==> src/sv/bgdc_pkg.sv <==
package bgdc_pkg;

  typedef logic [15:0] tick_t;
  typedef logic [3:0]  digit_t;
  typedef logic [6:0]  seg_t;
  typedef logic [2:0]  event_t;
  typedef logic [3:0]  reg_index_t;

  // Gesture event codes
  localparam event_t EV_NONE   = 3'd0;
  localparam event_t EV_SINGLE = 3'd1;
  localparam event_t EV_DOUBLE = 3'd2;
  localparam event_t EV_LONG   = 3'd3;
  localparam event_t EV_REPEAT = 3'd4;

  // Configuration register indexes
  localparam reg_index_t REG_DEBOUNCE     = 4'd0;
  localparam reg_index_t REG_DOUBLE_CLICK = 4'd1;
  localparam reg_index_t REG_LONG_PRESS   = 4'd2;
  localparam reg_index_t REG_REPEAT       = 4'd3;

  localparam tick_t DEBOUNCE_RESET     = 16'd25;
  localparam tick_t DOUBLE_CLICK_RESET = 16'd350;
  localparam tick_t LONG_PRESS_RESET   = 16'd800;
  localparam tick_t REPEAT_RESET       = 16'd500;
  localparam tick_t TICK_MAX           = 16'hFFFF;

  localparam digit_t DIGIT_LAST = 4'd9;

  typedef struct packed {
    tick_t debounce_ticks;
    tick_t double_click_ticks;
    tick_t long_press_ticks;
    tick_t repeat_ticks;
  } cfg_t;

  typedef struct packed {
    logic button_level;
  } in_word_t;

  typedef struct packed {
    digit_t digit;
    seg_t   segments;
    event_t gesture_event;
  } out_word_t;

  typedef struct packed {
    digit_t digit;
    event_t gesture_event;
  } gesture_result_t;

  function automatic tick_t sat_inc(tick_t v);
    return (v == TICK_MAX) ? v : v + 16'd1;
  endfunction

  function automatic digit_t digit_up(digit_t d);
    return (d >= DIGIT_LAST) ? 4'd0 : d + 4'd1;
  endfunction

  function automatic digit_t digit_down(digit_t d);
    return (d == 4'd0) ? DIGIT_LAST : d - 4'd1;
  endfunction

  // Common-cathode pattern, bit 0 is segment a
  function automatic seg_t seg_pattern(digit_t d);
    seg_t s;
    case (d)
      4'd0: s = 7'h3F;
      4'd1: s = 7'h06;
      4'd2: s = 7'h5B;
      4'd3: s = 7'h4F;
      4'd4: s = 7'h66;
      4'd5: s = 7'h6D;
      4'd6: s = 7'h7D;
      4'd7: s = 7'h07;
      4'd8: s = 7'h7F;
      4'd9: s = 7'h6F;
      default: s = 7'h3F;
    endcase
    return s;
  endfunction

endpackage

==> src/sv/bgdc_cfg_regs.sv <==
module bgdc_cfg_regs (
  input  logic                  clk,
  input  logic                  rst,
  input  logic                  cfg_we,
  input  bgdc_pkg::reg_index_t  cfg_index,
  input  bgdc_pkg::tick_t       cfg_wdata,
  output bgdc_pkg::cfg_t        cfg
);
  import bgdc_pkg::*;

  always_ff @(posedge clk) begin
    if (rst) begin
      cfg.debounce_ticks     <= DEBOUNCE_RESET;
      cfg.double_click_ticks <= DOUBLE_CLICK_RESET;
      cfg.long_press_ticks   <= LONG_PRESS_RESET;
      cfg.repeat_ticks       <= REPEAT_RESET;
    end else if (cfg_we) begin
      case (cfg_index)
        REG_DEBOUNCE:     cfg.debounce_ticks     <= cfg_wdata;
        REG_DOUBLE_CLICK: cfg.double_click_ticks <= cfg_wdata;
        REG_LONG_PRESS:   cfg.long_press_ticks   <= cfg_wdata;
        REG_REPEAT:       cfg.repeat_ticks       <= cfg_wdata;
        default: ;  // drop writes to unknown indexes
      endcase
    end
  end

endmodule

==> config.mk <==
export PLATFORM = sky130hd
export DESIGN_NAME = bgdc_cfg_regs
export DESIGN_NICKNAME = d
export VERILOG_FILES = /design/src/sv/bgdc_pkg.sv /design/src/sv/bgdc_cfg_regs.sv
export SDC_FILE = /design/constraint.sdc
export NUM_CORES = 1
export LEC_CHECK = 0
export BUFFER_PORTS_ARGS = -buffer_cell sky130_fd_sc_hd__buf_2
export CORE_ASPECT_RATIO = 1.5
export CORE_MARGIN = 1
export CORE_UTILIZATION = 30
export CTS_BUF_LIST = sky130_fd_sc_hd__clkbuf_8
export DETAILED_ROUTE_END_ITERATION = 7
export REMOVE_ABC_BUFFERS = 1
export SLEW_MARGIN = 20
export SYNTH_ARGS = -nofsm -noshare
export SYNTH_HDL_FRONTEND = slang
export SYNTH_SLANG_ARGS = --single-unit
==> constraint.sdc <==
create_clock -name clk -period 1.2 [get_ports clk]
set_input_delay 0.18 -clock clk [delete_from_list [all_inputs] [get_ports clk]]
set_output_delay 0.18 -clock clk [all_outputs]
set_load 0.03 [all_outputs]
## Word level (Yosys, flattened, before mapping)

Cells that the tools add are included.

| storage, ports and cells | value |
|---|---|
| output and inout port bits | 64 |
| register bits | 64 |
| logic and storage cells | 12 |

| cells by class | value |
|---|---|
| equality and inequality tests | 3 |
| reductions and logical operators | 5 |

Operator list:

| kind | number |
|---|---|
| $eq A4 B2 Y1 const B | 2 |
| $reduce_and A2 Y1 | 4 |
| $eq A4 B1 Y1 const B | 1 |
| $logic_not A4 Y1 | 1 |

## Longest topological paths before layout

| logic depth | value |
|---|---|
| word-level depth | 2 |
| gate-level depth with buffers | 5 |

## Least setup slack after synthesis

No wires, ideal clock.

| timing path | value |
|---|---|
| kind | input -> register |
| from | input cfg_index[0] |
| to | register cfg[63] in the netlist's numbering |
| cell stages on the path | 4 |
| arrival time | 1053 ps |
| library setup time | 72 ps |
| path buffers | 1 |
| path slack | 76 ps |
| cells stage by stage | nor4b_4 > nor2b_1 > buf_4 > mux2i_1 |

| on the way | value |
|---|---|
| longest elaborated chain between the ends | 2 |

Ends and longest elaborated chain:

| what | line | text |
|---|---|---|
| from (decl) | bgdc_cfg_regs.sv:5 | `input bgdc_pkg::reg_index_t cfg_index,` |
| $logic_not A4 Y1 | bgdc_cfg_regs.sv:18 | `case (cfg_index)` |
| $reduce_and A2 Y1 (no source line) | n/a |  |
| to (decl) | bgdc_cfg_regs.sv:7 | `output bgdc_pkg::cfg_t cfg` |

No other way between the ends.
A chain may end at the register's enable or synchronous reset.

## Final worst setup path

| timing path | value |
|---|---|
| from | register cfg[21] in the netlist's numbering |
| to | output cfg[21] in the netlist's numbering |

No word-level cell between the ends.

==> out/metrics.yaml <==
detailed_routing:
  topRoutingLayerUsed: "met4"
  via_per_inst: 4.294
  wl_met3_um: 306
  wl_per_cell_um: 12.64
  firstDrtPassIters: 4
  antenna_left: 0
  totalWireLength_um: 5676
  wl_met2_um: 2638
  route.vias.total: 1928
  drc: 0
  wl_met1_um: 2655
  dr.first_iter.drc_count: 42
critical_path:
  regToRegSetupSlack_ns: 0.40
  r2r-start: "cfg[25]"
  critical-path-top-delay-family: "flip-flops"
  cp_cell_sequence: "buf_2"
  arrival_ns: 0.89
  critPathLaunchType: "register"
  max_stage_delay_ns: 0.35
  crit_path_end_kind: "primary output"
  r2r_cells: 2
  crit_type: "register to primary output"
  path_max_fanout: 2
  critPathRequiredTime_ns: 1.02
  r2r-end: "cfg[25]"
  crit_slowest_cell: "dfxtp_1"
  crit_buf_inv: 1
sta:
  clock_skew_ns: 0
  fmax_mhz: 933.6
  finalCriticalPeriod_ns: 1.071
  hold_viol: 0
  holdWs_ns: 0.07143
  setup_viol: 0
  relSlewSlack: 0.8198
  drv_slew: 0
  finalCritPeriodShare: 0.8926
  tightestPinTransition_ns: 0.2691
  setup_tns_ns: 0
  grt_setup_unrepaired: "no"
clock_tree:
  numClockSinks: 64
  h-tree-depth: 3
  cts_tree: "done"
  clock_latency_ns: 0.34
  post_cts_buffers: 0
  cts_made_buffers: 9
  ctsHoldBuffers: 0
  clockRootBuffer: "clkbuf_8"
  cts.path.max_buffers: 2
  path_clk_slew_ns: 0.07
  cts_resized: 0
finish:
  fin_nets: 360
  diodes: 0
  regMostFlops: "cfg"
  reg.largest.list: "cfg: 64 flops"
  drive_gt1_frac: 0.3480
  largest_reg_flops: 64
  layout_commonest_cell: "buf_2"
  final_cell_mix: "buf_2, dfxtp_1, nand2b_1, mux2i_1, nor2_1"
  syn2layout_area_growth_pct: 35.27
  fill_cells: 848
synth:
  ys_warn_count: 0
  ys_ff_latch: 64
  ys_types: 18
  syn_inst: 243
  avgSynthCellArea_um2: 10.63
  synthesis.area_um2: 2582
  seq_area_frac_synth: 0.4961
outcome:
  status: "complete, no violations"
floorplanning:
  core_um2: 8362
  ios: 87
  initial_utilization: 0.3088
  rows: 41
  chipHeight_um: 115.6
  dieArea_um2: 8991
  die_w_um: 77.76
pwr:
  power_density_nw_per_um2: 1377
  p_leak_nw: 1.715
  vdd_drop_max_v: 0.0004891
global_routing:
  grt_pass1_wl_um: 9094
  overflow: 0
  grt_max_degree: 53
  grt_pass1_vias: 1833
  antenna_found_initial: 0
  track_usage: 0.1335
flow_run:
  drv_cap: 0
hold_path:
  min_to: "cfg[25]"
  min_path_cells: 2
  hp-start: "cfg_wdata[9]"
  worstHoldPathType: "input port to register"
placed_design:
  io_buffers: 86
  finalWeightedCongestion: 0.7470
  dpl.hpwl_um: 3999
-- logic make-up (layout without fill, tap and decap cells) --
group,after synthesis,count (layout),share of synthesized area
AND/OR/NAND/NOR,97,97,0.2214
flip-flops,64,64,0.4961
multiplexers,62,62,0.2403
buffers and inverters,17,116,0.03391
AO/OA/AOI/OAI,3,3,0.008236
-- cell type report --
type,instances,area [um2],area share
multi-input cells,162,1214,0.3474
clock inverters,5,102.6,0.02937
flip-flops and latches,64,1281,0.3668
clock buffers,11,151.4,0.04334
well taps,107,133.9,0.03832
repair buffers,100,610.6,0.1748
-- routing by layer --
metal	up-vias	GRT usage
li1	986	-
met1	878	0.1646
met2	58	0.2088
met3	6	0.04252
met4	0	0.06792
met5	-	0
-- Yosys cell counts --
cell type,count,area share
nor2b_1,1,0.0024
and4b_1,1,0.0039
mux2i_1,62,0.24
o21ai_0,1,0.0019
buf_4,3,0.0087
clkbuf_1,9,0.013
nor4b_4,1,0.0092
a21boi_0,1,0.0029
nand4b_1,2,0.0068
nand2b_1,62,0.15
buf_2,4,0.0078
a211o_1,1,0.0034
buf_6,1,0.0044
nand2_2,1,0.0024
nor2_1,27,0.039
and2_0,1,0.0024
nand4_2,1,0.0048
dfxtp_1,64,0.50
-- report_power, final --
| part | internal, mW | switching, mW |
|---|---|---|
| logic | 0.150 | 0.193 |
| registers | 2.15 | 0.0137 |
| clock network | 1.49 | 0.815 |
-- metrics by stage --
stage	util	area [um2]	setup slack [ns]	cells	total power [mW]
after floorplan	-	2495	-0.3295	226	2.387
after global placement	0.3874	3239	-0.1117	433	2.558
after detailed placement	0.3874	3239	-0.1714	433	2.561
after CTS	0.4178	3493	0.1062	449	4.894
after global routing	0.4178	3493	0.06419	449	5.003
final	0.4178	3493	0.1289	449	4.812
-- worst max-delay path by stage --
| stage | end | start | slack, ns | cells after the start |
|---|---|---|---|---|
| 2_1_floorplan | cfg[48] | cfg_index[0] | -0.33 | 3 |
| 3_3_place_gp | cfg[21] | cfg_index[0] | -0.11 | 5 |
| 3_5_place_dp | cfg[53] | cfg_index[0] | -0.17 | 5 |
| 4_1_cts | cfg[20] | cfg[20] | 0.11 | 1 |
| 5_1_grt | cfg[24] | cfg[24] | 0.06 | 1 |
| 6_report | cfg[21] | cfg[21] | 0.13 | 1 |
Power figures use the tool's default switching activity.
