==> src/sv/bgdc_pkg.sv <==
package bgdc_pkg;

  typedef logic [15:0] tick_t;
  typedef logic [3:0]  digit_t;
  typedef logic [6:0]  seg_t;
  typedef logic [2:0]  event_t;
  typedef logic [3:0]  reg_index_t;

  // Gesture event codes
  localparam event_t EV_NONE   = 3'd0;
  localparam event_t EV_SINGLE = 3'd1;
  localparam event_t EV_DOUBLE = 3'd2;
  localparam event_t EV_LONG   = 3'd3;
  localparam event_t EV_REPEAT = 3'd4;

  // Configuration register indexes
  localparam reg_index_t REG_DEBOUNCE     = 4'd0;
  localparam reg_index_t REG_DOUBLE_CLICK = 4'd1;
  localparam reg_index_t REG_LONG_PRESS   = 4'd2;
  localparam reg_index_t REG_REPEAT       = 4'd3;

  localparam tick_t DEBOUNCE_RESET     = 16'd25;
  localparam tick_t DOUBLE_CLICK_RESET = 16'd350;
  localparam tick_t LONG_PRESS_RESET   = 16'd800;
  localparam tick_t REPEAT_RESET       = 16'd500;
  localparam tick_t TICK_MAX           = 16'hFFFF;

  localparam digit_t DIGIT_LAST = 4'd9;

  typedef struct packed {
    tick_t debounce_ticks;
    tick_t double_click_ticks;
    tick_t long_press_ticks;
    tick_t repeat_ticks;
  } cfg_t;

  typedef struct packed {
    logic button_level;
  } in_word_t;

  typedef struct packed {
    digit_t digit;
    seg_t   segments;
    event_t gesture_event;
  } out_word_t;

  typedef struct packed {
    digit_t digit;
    event_t gesture_event;
  } gesture_result_t;

  function automatic tick_t sat_inc(tick_t v);
    return (v == TICK_MAX) ? v : v + 16'd1;
  endfunction

  function automatic digit_t digit_up(digit_t d);
    return (d >= DIGIT_LAST) ? 4'd0 : d + 4'd1;
  endfunction

  function automatic digit_t digit_down(digit_t d);
    return (d == 4'd0) ? DIGIT_LAST : d - 4'd1;
  endfunction

  // Common-cathode pattern, bit 0 is segment a
  function automatic seg_t seg_pattern(digit_t d);
    seg_t s;
    case (d)
      4'd0: s = 7'h3F;
      4'd1: s = 7'h06;
      4'd2: s = 7'h5B;
      4'd3: s = 7'h4F;
      4'd4: s = 7'h66;
      4'd5: s = 7'h6D;
      4'd6: s = 7'h7D;
      4'd7: s = 7'h07;
      4'd8: s = 7'h7F;
      4'd9: s = 7'h6F;
      default: s = 7'h3F;
    endcase
    return s;
  endfunction

endpackage

==> src/sv/bgdc_gesture.sv <==
module bgdc_gesture (
  input  logic                     clk,
  input  logic                     rst,
  input  logic                     step,
  input  logic                     button_level,
  input  bgdc_pkg::cfg_t           cfg,
  output bgdc_pkg::gesture_result_t res
);
  import bgdc_pkg::*;

  digit_t count_value,    count_value_next;
  logic   filtered_level, filtered_level_next;
  logic   previous_raw;
  tick_t  stable_ticks,   stable_ticks_next;
  logic   held_flag,      held_flag_next;
  logic   long_active,    long_active_next;
  logic   click_waiting,  click_waiting_next;
  tick_t  since_press,    since_press_next;
  tick_t  since_release,  since_release_next;
  tick_t  since_repeat,   since_repeat_next;
  event_t ev;

  always_comb begin
    ev                  = EV_NONE;
    count_value_next    = count_value;
    filtered_level_next = filtered_level;
    held_flag_next      = held_flag;
    long_active_next    = long_active;
    click_waiting_next  = click_waiting;
    since_press_next    = sat_inc(since_press);
    since_release_next  = sat_inc(since_release);
    since_repeat_next   = sat_inc(since_repeat);
    stable_ticks_next   = (button_level != previous_raw) ? '0 : sat_inc(stable_ticks);

    // debounced edge
    if (stable_ticks_next > cfg.debounce_ticks && button_level != filtered_level) begin
      filtered_level_next = button_level;
      if (!button_level) begin
        held_flag_next   = 1'b1;
        since_press_next = '0;
      end else begin
        held_flag_next     = 1'b0;
        since_release_next = '0;
        if (long_active) begin
          long_active_next = 1'b0;
        end else if (click_waiting) begin
          click_waiting_next = 1'b0;
          count_value_next   = digit_down(count_value);
          ev                 = EV_DOUBLE;
        end else begin
          click_waiting_next = 1'b1;
        end
      end
    end

    // gesture timers
    if (held_flag_next) begin
      if (!long_active_next && since_press_next >= cfg.long_press_ticks) begin
        long_active_next   = 1'b1;
        click_waiting_next = 1'b0;
        count_value_next   = digit_up(count_value_next);
        since_repeat_next  = '0;
        ev                 = EV_LONG;
      end else if (long_active_next && since_repeat_next >= cfg.repeat_ticks) begin
        count_value_next  = digit_up(count_value_next);
        since_repeat_next = '0;
        ev                = EV_REPEAT;
      end
    end else if (click_waiting_next && since_release_next >= cfg.double_click_ticks) begin
      click_waiting_next = 1'b0;
      count_value_next   = digit_up(count_value_next);
      ev                 = EV_SINGLE;
    end
  end

  assign res.digit         = count_value_next;
  assign res.gesture_event = ev;

  always_ff @(posedge clk) begin
    if (rst) begin
      count_value    <= '0;
      filtered_level <= 1'b1;
      previous_raw   <= 1'b1;
      stable_ticks   <= '0;
      held_flag      <= 1'b0;
      long_active    <= 1'b0;
      click_waiting  <= 1'b0;
      since_press    <= '0;
      since_release  <= '0;
      since_repeat   <= '0;
    end else if (step) begin
      count_value    <= count_value_next;
      filtered_level <= filtered_level_next;
      previous_raw   <= button_level;
      stable_ticks   <= stable_ticks_next;
      held_flag      <= held_flag_next;
      long_active    <= long_active_next;
      click_waiting  <= click_waiting_next;
      since_press    <= since_press_next;
      since_release  <= since_release_next;
      since_repeat   <= since_repeat_next;
    end
  end

endmodule

==> config.mk <==
export PLATFORM = sky130hd
export DESIGN_NAME = bgdc_gesture
export DESIGN_NICKNAME = d
export VERILOG_FILES = /design/src/sv/bgdc_pkg.sv /design/src/sv/bgdc_gesture.sv
export SDC_FILE = /design/constraint.sdc
export NUM_CORES = 1
export LEC_CHECK = 0
export ABC_AREA = 1
export BUFFER_PORTS_ARGS = -buffer_cell sky130_fd_sc_hd__buf_2
export CORE_MARGIN = 5
export CORE_UTILIZATION = 45
export CTS_BUF_LIST = sky130_fd_sc_hd__clkbuf_8
export CTS_CLUSTER_SIZE = 40
export DETAILED_ROUTE_END_ITERATION = 16
export GPL_ROUTABILITY_DRIVEN = 0
export PLACE_DENSITY = 0.72
export SYNTH_ARGS = -nofsm -noshare
export SYNTH_HDL_FRONTEND = slang
export SYNTH_SLANG_ARGS = --single-unit
==> constraint.sdc <==
create_clock -name clk -period 7.7 [get_ports clk]
set_input_delay 0.77 -clock clk [delete_from_list [all_inputs] [get_ports clk]]
set_output_delay 0.77 -clock clk [all_outputs]
set_load 0.005 [all_outputs]
Word-level counts from Yosys, hierarchy flattened
Cells that the tools add are included.
{ "classes": {"n_addsub": 6, "magnitude_cmp": 5, "n_eq_ne": 6, "muxes": 43, "n_reduce_logical": 7} }
{ "ops": {"columns": ["cell", "count"], "rows": [
  ["2-to-1 mux 16 bit", 12],
  ["adder 16 x 1 -> 16 bit, second input constant", 4],
  ["== test 16 bit, second input constant", 4],
  [">= comparator 16 bit", 3],
  ["2-to-1 mux 4 bit", 10],
  ["greater-than comparator 16 bit", 1],
  ["2-to-1 mux 1 bit", 13],
  ["2-to-1 mux 3 bit", 4],
  ["2-to-1 mux 2 bit", 4],
  ["adder 4 x 1 -> 4 bit, second input constant", 1],
  [">= comparator 4 bit, second input constant", 1],
  ["logical AND 1 bit", 4],
  ["logical NOT 4 bit", 1],
  ["subtractor 4 x 1 -> 4 bit, second input constant", 1],
  ["inequality test 1 bit", 2],
  ["AND reduction 2 bit", 1],
  ["logical NOT 1 bit", 1]
]} }
{ "totals": {"ff_bits": 73, "out_inout_bits": 7, "elab_cells": 77} }

Logic depth before layout (Yosys ltp)
Gate-level depths: netlist of the first run.
{ "depth": {"depth_word": 11, "depth_mapped": 40, "depth_no_buf": 38} }

Least setup slack after synthesis of the first run
Ideal clock, no wire load.
{ "synth_path": {"path_kind": "input -> output", "startpoint": "input button_level", "endpoint": "output res[5] (netlist name)", "arrival_time_ps": 4351, "setup_slack_ps": 2579, "stages": 32, "path_buffers": 4, "path_cell_list": "buf_4 -> xor2_1 -> inv_1 -> clkbuf_1 -> o21ai_0 -> inv_1 -> ha_1 -> nand2_1 -> nor2_4 -> nand2_2 -> nor2_4 -> nand2_2 -> nand4_4 -> nand3_4 -> buf_6 -> clkbuf_1 -> nand2_1 -> inv_1 -> ha_1 -> nand2_1 -> inv_1 -> nand3_1 -> nor3_1 -> nand3_1 -> nand3_1 -> nand3_1 -> nand2_1 -> nand2_1 -> inv_1 -> nand2_1 -> nand2_1 -> inv_1"} }
{ "synth_rtl": {"columns": ["item", "line", "rtl"], "rows": [
  ["from (decl)", "bgdc_gesture.sv:5", "input logic button_level,"],
  ["to (decl)", "bgdc_gesture.sv:7", "output bgdc_pkg::gesture_result_t res"]
]} }

==> run_results.csv, run 1 <==
group,metric,value,unit
critical_path,worst_r2r_startpoint,"stable_ticks[1]",
clocking,cts_resized,0,
clocking,htreeDepth,3,
timing,rsz0062_at_grt,"no",
yosys,synth_nets,1181,
pwr,leakagePower,3.90,nW
clocking,clkTransAtPathRegs,0.08,ns
routing,first_pass_iters,6,
routing,vias_per_cell,5.04,
timing,relSlewSlack,39.1,%
timing,tightest_slew,0.911,ns
yosys,synthDistinctLibCells,43,
clocking,cts_root_buffer,"clkbuf_8",
critical_path,crit_type,"reg -> out",
critical_path,arrival,5.45,ns
final_layout,nets,1241,
timing,final.setup.tns,0,ns
routing,vias,6503,
placement,hpwl,11800,µm
grt,grt_start_max_net_pins,102,
critical_path,startpoint_type,"register",
yosys,yosys_warnings,0,
timing,max_freq,161,MHz
yosys,synthArstFlopShare,0,%
job,max_cap_violations,0,
clocking,cts_setup_buffers,0,
yosys,synth_ff_type,"dfxtp_1",
timing,setup-violations-final,0,
critical_path,required,6.93,ns
floorplan,fp.dieH,131,µm
floorplan,io_pins,75,
final_layout,area_growth_syn_to_layout,10.2,%
routing,detail-route-antenna-nets,0,
critical_path,critPathMaxStageDelay,0.42,ns
yosys,synth.avg_cell_area,6.34,µm²
floorplan,die_w,131,µm
pwr,cellPowerDensity,125,nW/µm²
critical_path,critPathCaptureType,"output pin",
timing,clock_skew,0.00823,ns
yosys,synth_area,6600,µm²
clocking,clk_path_buf_depth,2,
routing,finalWirelength,15300,µm
clocking,hold_buffers,0,
timing,maxSlewViolCount,0,
yosys,post_synth_inst_count,1041,
pwr,finalPower,0.910,mW
critical_path,reg2reg_to,"since_repeat[3]",
clocking,clkSinkCount,73,
critical_path,crit_end,"res[5]",
floorplan,rows,44,
clocking,cts_tree,"done",
final_layout,diodes,0,
critical_path,crit_fanout,20,
worst_hold_path,worstHoldPathType,"reg -> reg",
routing,post_drt_wl_per_cell,11.8,µm
status,outcome,"completed",
yosys,synth-edff-count,0,
grt,grt_pass1_vias,5787,
floorplan,core,14500,µm²
critical_path,rrSetupSlack,2.27,ns
timing,min_period,6.22,ns
grt,grtUsageTotal,18.3,%
grt,grt_pass1_wl,25800,µm
critical_path,cp-startpoint,"stable_ticks[1]",
pwr,ir_worst_vdd,0.0681,mV
timing,finalHoldViolCount,0,
timing,finalCritPeriodShare,80.8,%
worst_hold_path,holdCritStartpoint,"held_flag",
routing,drc,0,
critical_path,crit_top_cell,"nand2_1",
placement,port_buffers,74,
critical_path,reg2regPathDepth,34,
yosys,synth_seq_area_share,22.2,%
yosys,synth-seq-cells,73,
floorplan,die_area,17200,µm²
floorplan,start_util,45.6,%
clocking,insertion_delay,0.37,ns
routing,drt-initial-drc-count,385,
clocking,numCtsBuffers,9,
final_layout,drive_above_1_share,12.7,%
grt,antenna_found_initial,0,
grt,grt_overflow_total,0,
critical_path,crit_slowest_cell,"dfxtp_1",
[area by class of cell]
cell class / count / area (µm²)
Tap cell: 184 / 230
Timing Repair Buffer: 76 / 385
Inverter: 205 / 769
Sequential cell: 73 / 1460
Clock buffer: 11 / 151
Multi-Input combinational cell: 736 / 4250
Fill cell: 1522 / 7210
Clock inverter: 5 / 23.8
[kinds of logic after synthesis]
kind of cell    share of synthesized area [%]
flops                                    22.2
fa+ha+maj                                13.7
xor+xnor                                 3.98
buf+inv                                  13.5
compound gates                           17.8
simple gates                             28.9
[cells in the mapped netlist, types with 5 or more instances]
| master | instances | share of area (%) |
|---|---|---|
| nand4_1 | 13 | 1.2 |
| nor2_1 | 56 | 3.2 |
| dfxtp_1 | 73 | 22 |
| inv_2 | 7 | 0.40 |
| ha_1 | 72 | 14 |
| nand2_1 | 241 | 14 |
| a21oi_2 | 10 | 1.3 |
| a31oi_1 | 5 | 0.47 |
| inv_1 | 198 | 11 |
| o21a_1 | 6 | 0.68 |
| xnor2_1 | 9 | 1.2 |
| o21ai_0 | 74 | 5.6 |
| clkbuf_1 | 23 | 1.3 |
| nand2_2 | 14 | 1.3 |
| nand3_1 | 51 | 3.9 |
| a21oi_1 | 106 | 8.0 |
| xor2_1 | 21 | 2.8 |
| nor3_1 | 18 | 1.4 |
| nor4_1 | 6 | 0.57 |
[state kept, by name, indices dropped and copies added (netlist names)]
name and cells:
since_press 16, since_release 16, since_repeat 16, stable_ticks 16, count_value 4, click_waiting 1, filtered_level 1, held_flag 1
long_active 1, previous_raw 1
[per-layer routing]
layer  vias up  track usage [%]  wire length, µm
li1       3459                -                -
met1      2874             25.3             7350
met3        23             2.23              725
met4         0             7.38              355
met5         -                0                0
met2       147             28.9             6820
[where the power goes]
group	leakage [nW]	internal [mW]	switching, mW
clock network	0.0991	0.131	0.149
registers	0.600	0.397	0.0218
logic	3.20	0.0827	0.129
total	3.90	0.610	0.300
[placed cells by master, fill, tap and decap left out, drive strengths merged]
cell        n
a211oi      3
a21boi      1
a21o        2
a21oi     117
a2bb2oi     1
a31oi       5
a32oi       1
buf        76
clkbuf     11
clkinv      1
clkinvlp    1
dfxtp      73
ha         72
inv       208
nand2     256
nand3      56
nand3b      2
nand4      14
nor2       61
nor3       21
nor4        8
o211ai      2
o21a        6
o21ai      74
o21bai      1
o31ai       1
or2         2
xnor2       9
xor2       21
[worst max-delay path, delay by kind of cell, from the launching register on]
family / cells / cell delay [ns]
flops: 1 / 0.42
simple gates: 26 / 3.14
buf+inv: 8 / 0.57
fa+ha+maj: 3 / 0.80
xor+xnor: 1 / 0.14
[worst min path at each step]
stage                     end  cells past startpoint
detailed placement  held_flag                      2
CTS                 held_flag                      2
global placement    held_flag                      2
floorplan           held_flag                      2
finish              held_flag                      2
global route        held_flag                      2
[per-stage QoR]
stage | instances | area (µm²) | worst slack [ns] | hold slack, ns | util [%]
global placement | 1274 | 7090 | 1.77 | 0.457 | 49.0
floorplan | 1041 | 6600 | 2.58 | 0.442 | -
finish | 1290 | 7270 | 1.48 | 0.480 | 50.2
global route | 1290 | 7270 | 0.877 | 0.499 | 50.2
CTS | 1290 | 7270 | 1.45 | 0.479 | 50.2
detailed placement | 1274 | 7090 | 1.74 | 0.469 | 49.0
Note: power is estimated with default switching activity, not from simulation.
==> run 2: changes to the inputs <==
--- a/config.mk
+++ b/config.mk
@@ -13,7 +13,7 @@
 export CTS_CLUSTER_SIZE = 40
 export DETAILED_ROUTE_END_ITERATION = 16
 export GPL_ROUTABILITY_DRIVEN = 0
-export PLACE_DENSITY = 0.72
+export PLACE_DENSITY = 0.74
 export SYNTH_ARGS = -nofsm -noshare
 export SYNTH_HDL_FRONTEND = slang
 export SYNTH_SLANG_ARGS = --single-unit
==> constraint.sdc (replaced) <==
create_clock -name clk -period 5.5 [get_ports clk]
set_input_delay 0.55 -clock clk [delete_from_list [all_inputs] [get_ports clk]]
set_output_delay 0.55 -clock clk [all_outputs]
set_load 0.005 [all_outputs]
==> run 2 against run 1 <==
Effect of this change: the run now ends with setup timing left; count of clock-buffer cells in the layout decreased by 1; critical path depth is 1 higher; non-clock buffer count up 27; highest routed layer unchanged; sequential power increased by 40%; die area did not move; clock power rose by 33%; via count increased by 3.5%; cell area up 10%.
==> run_results.csv, run 2 (synthesized netlist as in run 1, its figures left out) <==
group,metric,value,unit
status,outcome,"finished, violations left",
status,violations,"setup timing",
final_layout,area_growth_syn_to_layout,21.4,%
placement,port_buffers,74,
clocking,clkSinkCount,73,
floorplan,die_w,131,µm
critical_path,crit_top_cell,"nand2_2",
grt,grt_pass1_vias,5867,
routing,vias_per_cell,5.11,
floorplan,start_util,45.6,%
clocking,numCtsBuffers,9,
timing,tightest_slew,0.896,ns
critical_path,reg2reg_to,"since_repeat[0]",
worst_hold_path,holdCritStartpoint,"since_repeat[7]",
clocking,htreeDepth,3,
placement,dpl_worst_slack,0.0145,ns
floorplan,core,14500,µm²
clocking,clkTransAtPathRegs,0.07,ns
clocking,hold_buffers,0,
grt,grt_overflow_total,0,
worst_hold_path,worstHoldPathType,"reg -> reg",
timing,layout_setup_ws,-0.0179,ns
critical_path,rrSetupSlack,0.37,ns
grt,grtUsageTotal,18.9,%
routing,finalWirelength,17100,µm
critical_path,reg2regPathDepth,34,
pwr,leakagePower,4.09,nW
floorplan,io_pins,75,
grt,grt_pass1_wl,26700,µm
final_layout,fin_util,55.3,%
clocking,cts_root_buffer,"clkbuf_8",
timing,setup-violations-final,4,
grt,grt_start_max_net_pins,101,
critical_path,critPathMaxStageDelay,0.38,ns
routing,vias,6733,
pwr,ir_worst_vdd,0.110,mV
timing,final.setup.tns,-0.0230,ns
final_layout,drive_above_1_share,22.6,%
timing,maxSlewViolCount,0,
critical_path,critical-path-top-delay-family,"simple AND/OR/NAND/NOR gates",
critical_path,crit_slowest_cell,"dfxtp_4",
final_layout,nets,1271,
clocking,cts_tree,"done",
grt,antenna_found_initial,0,
critical_path,crit_buf_inv,9,
final_layout,diodes,0,
floorplan,die_area,17200,µm²
routing,detail-route-antenna-nets,0,
critical_path,critPathCaptureType,"output pin",
critical_path,required,4.95,ns
timing,relSlewSlack,40.0,%
final_layout,fillers,1425,
timing,finalCritPeriodShare,100,%
critical_path,worst_r2r_startpoint,"stable_ticks[1]",
timing,finalHoldViolCount,0,
routing,drt-initial-drc-count,416,
pwr,cellPowerDensity,166,nW/µm²
worst_hold_path,worstHoldEndpoint,"since_repeat[7]",
clocking,clk_path_buf_depth,2,
routing,post_drt_wl_per_cell,13.0,µm
final_layout,final_cell_mix,"nand2_1 (209), inv_1 (186), a21oi_1 (101), buf_2 (72), o21ai_0 (68)",
critical_path,crit_fanout,7,
routing,first_pass_iters,5,
job,max_cap_violations,0,
floorplan,fp.dieH,131,µm
floorplan,rows,44,
critical_path,arrival,4.97,ns
critical_path,startpoint_type,"register",
final_layout,layout_commonest_cell,"nand2_1",
placement,hpwl,11700,µm
timing,clock_skew,0.0131,ns
critical_path,crit_type,"reg -> out",
timing,rsz0062_at_grt,"yes",
routing,drc,0,
timing,min_period,5.52,ns
clocking,insertion_delay,0.37,ns
worst_hold_path,hold_depth,2,
timing,max_freq,181,MHz
[run 2: cell types whose count changed in the layout (fill, tap and decap cells not counted), sizes merged]
cell / change
nand3: +3
clkinvlp: -1
inv: -1
buf: +27
clkbuf: -1
[run 2: worst max path at each step]
| stage | startpoint | endpoint | slack, ns | cells past startpoint |
|---|---|---|---|---|
| finish | stable_ticks[1] | res[4] | -0.02 | 39 |
| global route | stable_ticks[1] | res[4] | -0.29 | 39 |
| CTS | stable_ticks[1] | res[5] | 0.004 | 39 |
| detailed placement | stable_ticks[1] | res[5] | 0.01 | 37 |
| global placement | stable_ticks[1] | res[5] | 0.15 | 38 |
| floorplan | stable_ticks[0] | res[5] | 0.64 | 39 |
[run 2: metal layers]
| layer | global-route usage (%) | vias up | part of all wire (%) |
|---|---|---|---|
| met5 | 0 | - | 0 |
| met4 | 6.78 | 0 | 2.2 |
| met3 | 3.04 | 29 | 5.3 |
| met2 | 29.4 | 175 | 46 |
| met1 | 26.4 | 3003 | 46 |
| li1 | - | 3526 | - |
[run 2: final cells by class]
class                   count  area [µm²]  area share (%)
flip-flops and latches     73        1470            18.4
clock buffers              10         138            1.72
clock inverters             3        12.5           0.156
well taps                 184         230            2.87
multi-input cells         739        4710            58.8
inverters                 205         774            9.67
repair buffers            103         671            8.37
[run 2: power breakdown]
part / total (mW) / internal (mW) / switching (mW)
Combinational: 0.369 / 0.151 / 0.218
Clock: 0.371 / 0.165 / 0.206
Sequential: 0.587 / 0.556 / 0.0310
[run 2: per-stage QoR]
step	power, mW	hold WS [ns]	area, µm²	cells
6_report	1.33	0.486	8010	1317
3_5_place_dp	0.897	0.472	7130	1279
4_1_cts	1.28	0.484	7440	1302
2_1_floorplan	0.811	0.442	6600	1041
3_3_place_gp	0.891	0.453	7130	1279
5_1_grt	1.41	0.498	8010	1317
[run 2: repair_timing]
action | CTS | global route
cloned | 2 | 1
pin swaps | 4 | 50
buffers inserted | 8 | 14
resized for setup | 11 | 114
endpoints found under the setup margin | 6 | 20
[run 2: worst reg2reg max path, delay by kind of cell, from the launching register on]
kind                       cells  cell delay (ns)
and+or+nand+nor               22             3.03
adders and majority gates      3             0.64
buffers and inverters          5             0.46
AOI/OAI and AO/OA              3             0.40
DFF                            1             0.38
xor gates and xnor gates       1             0.15
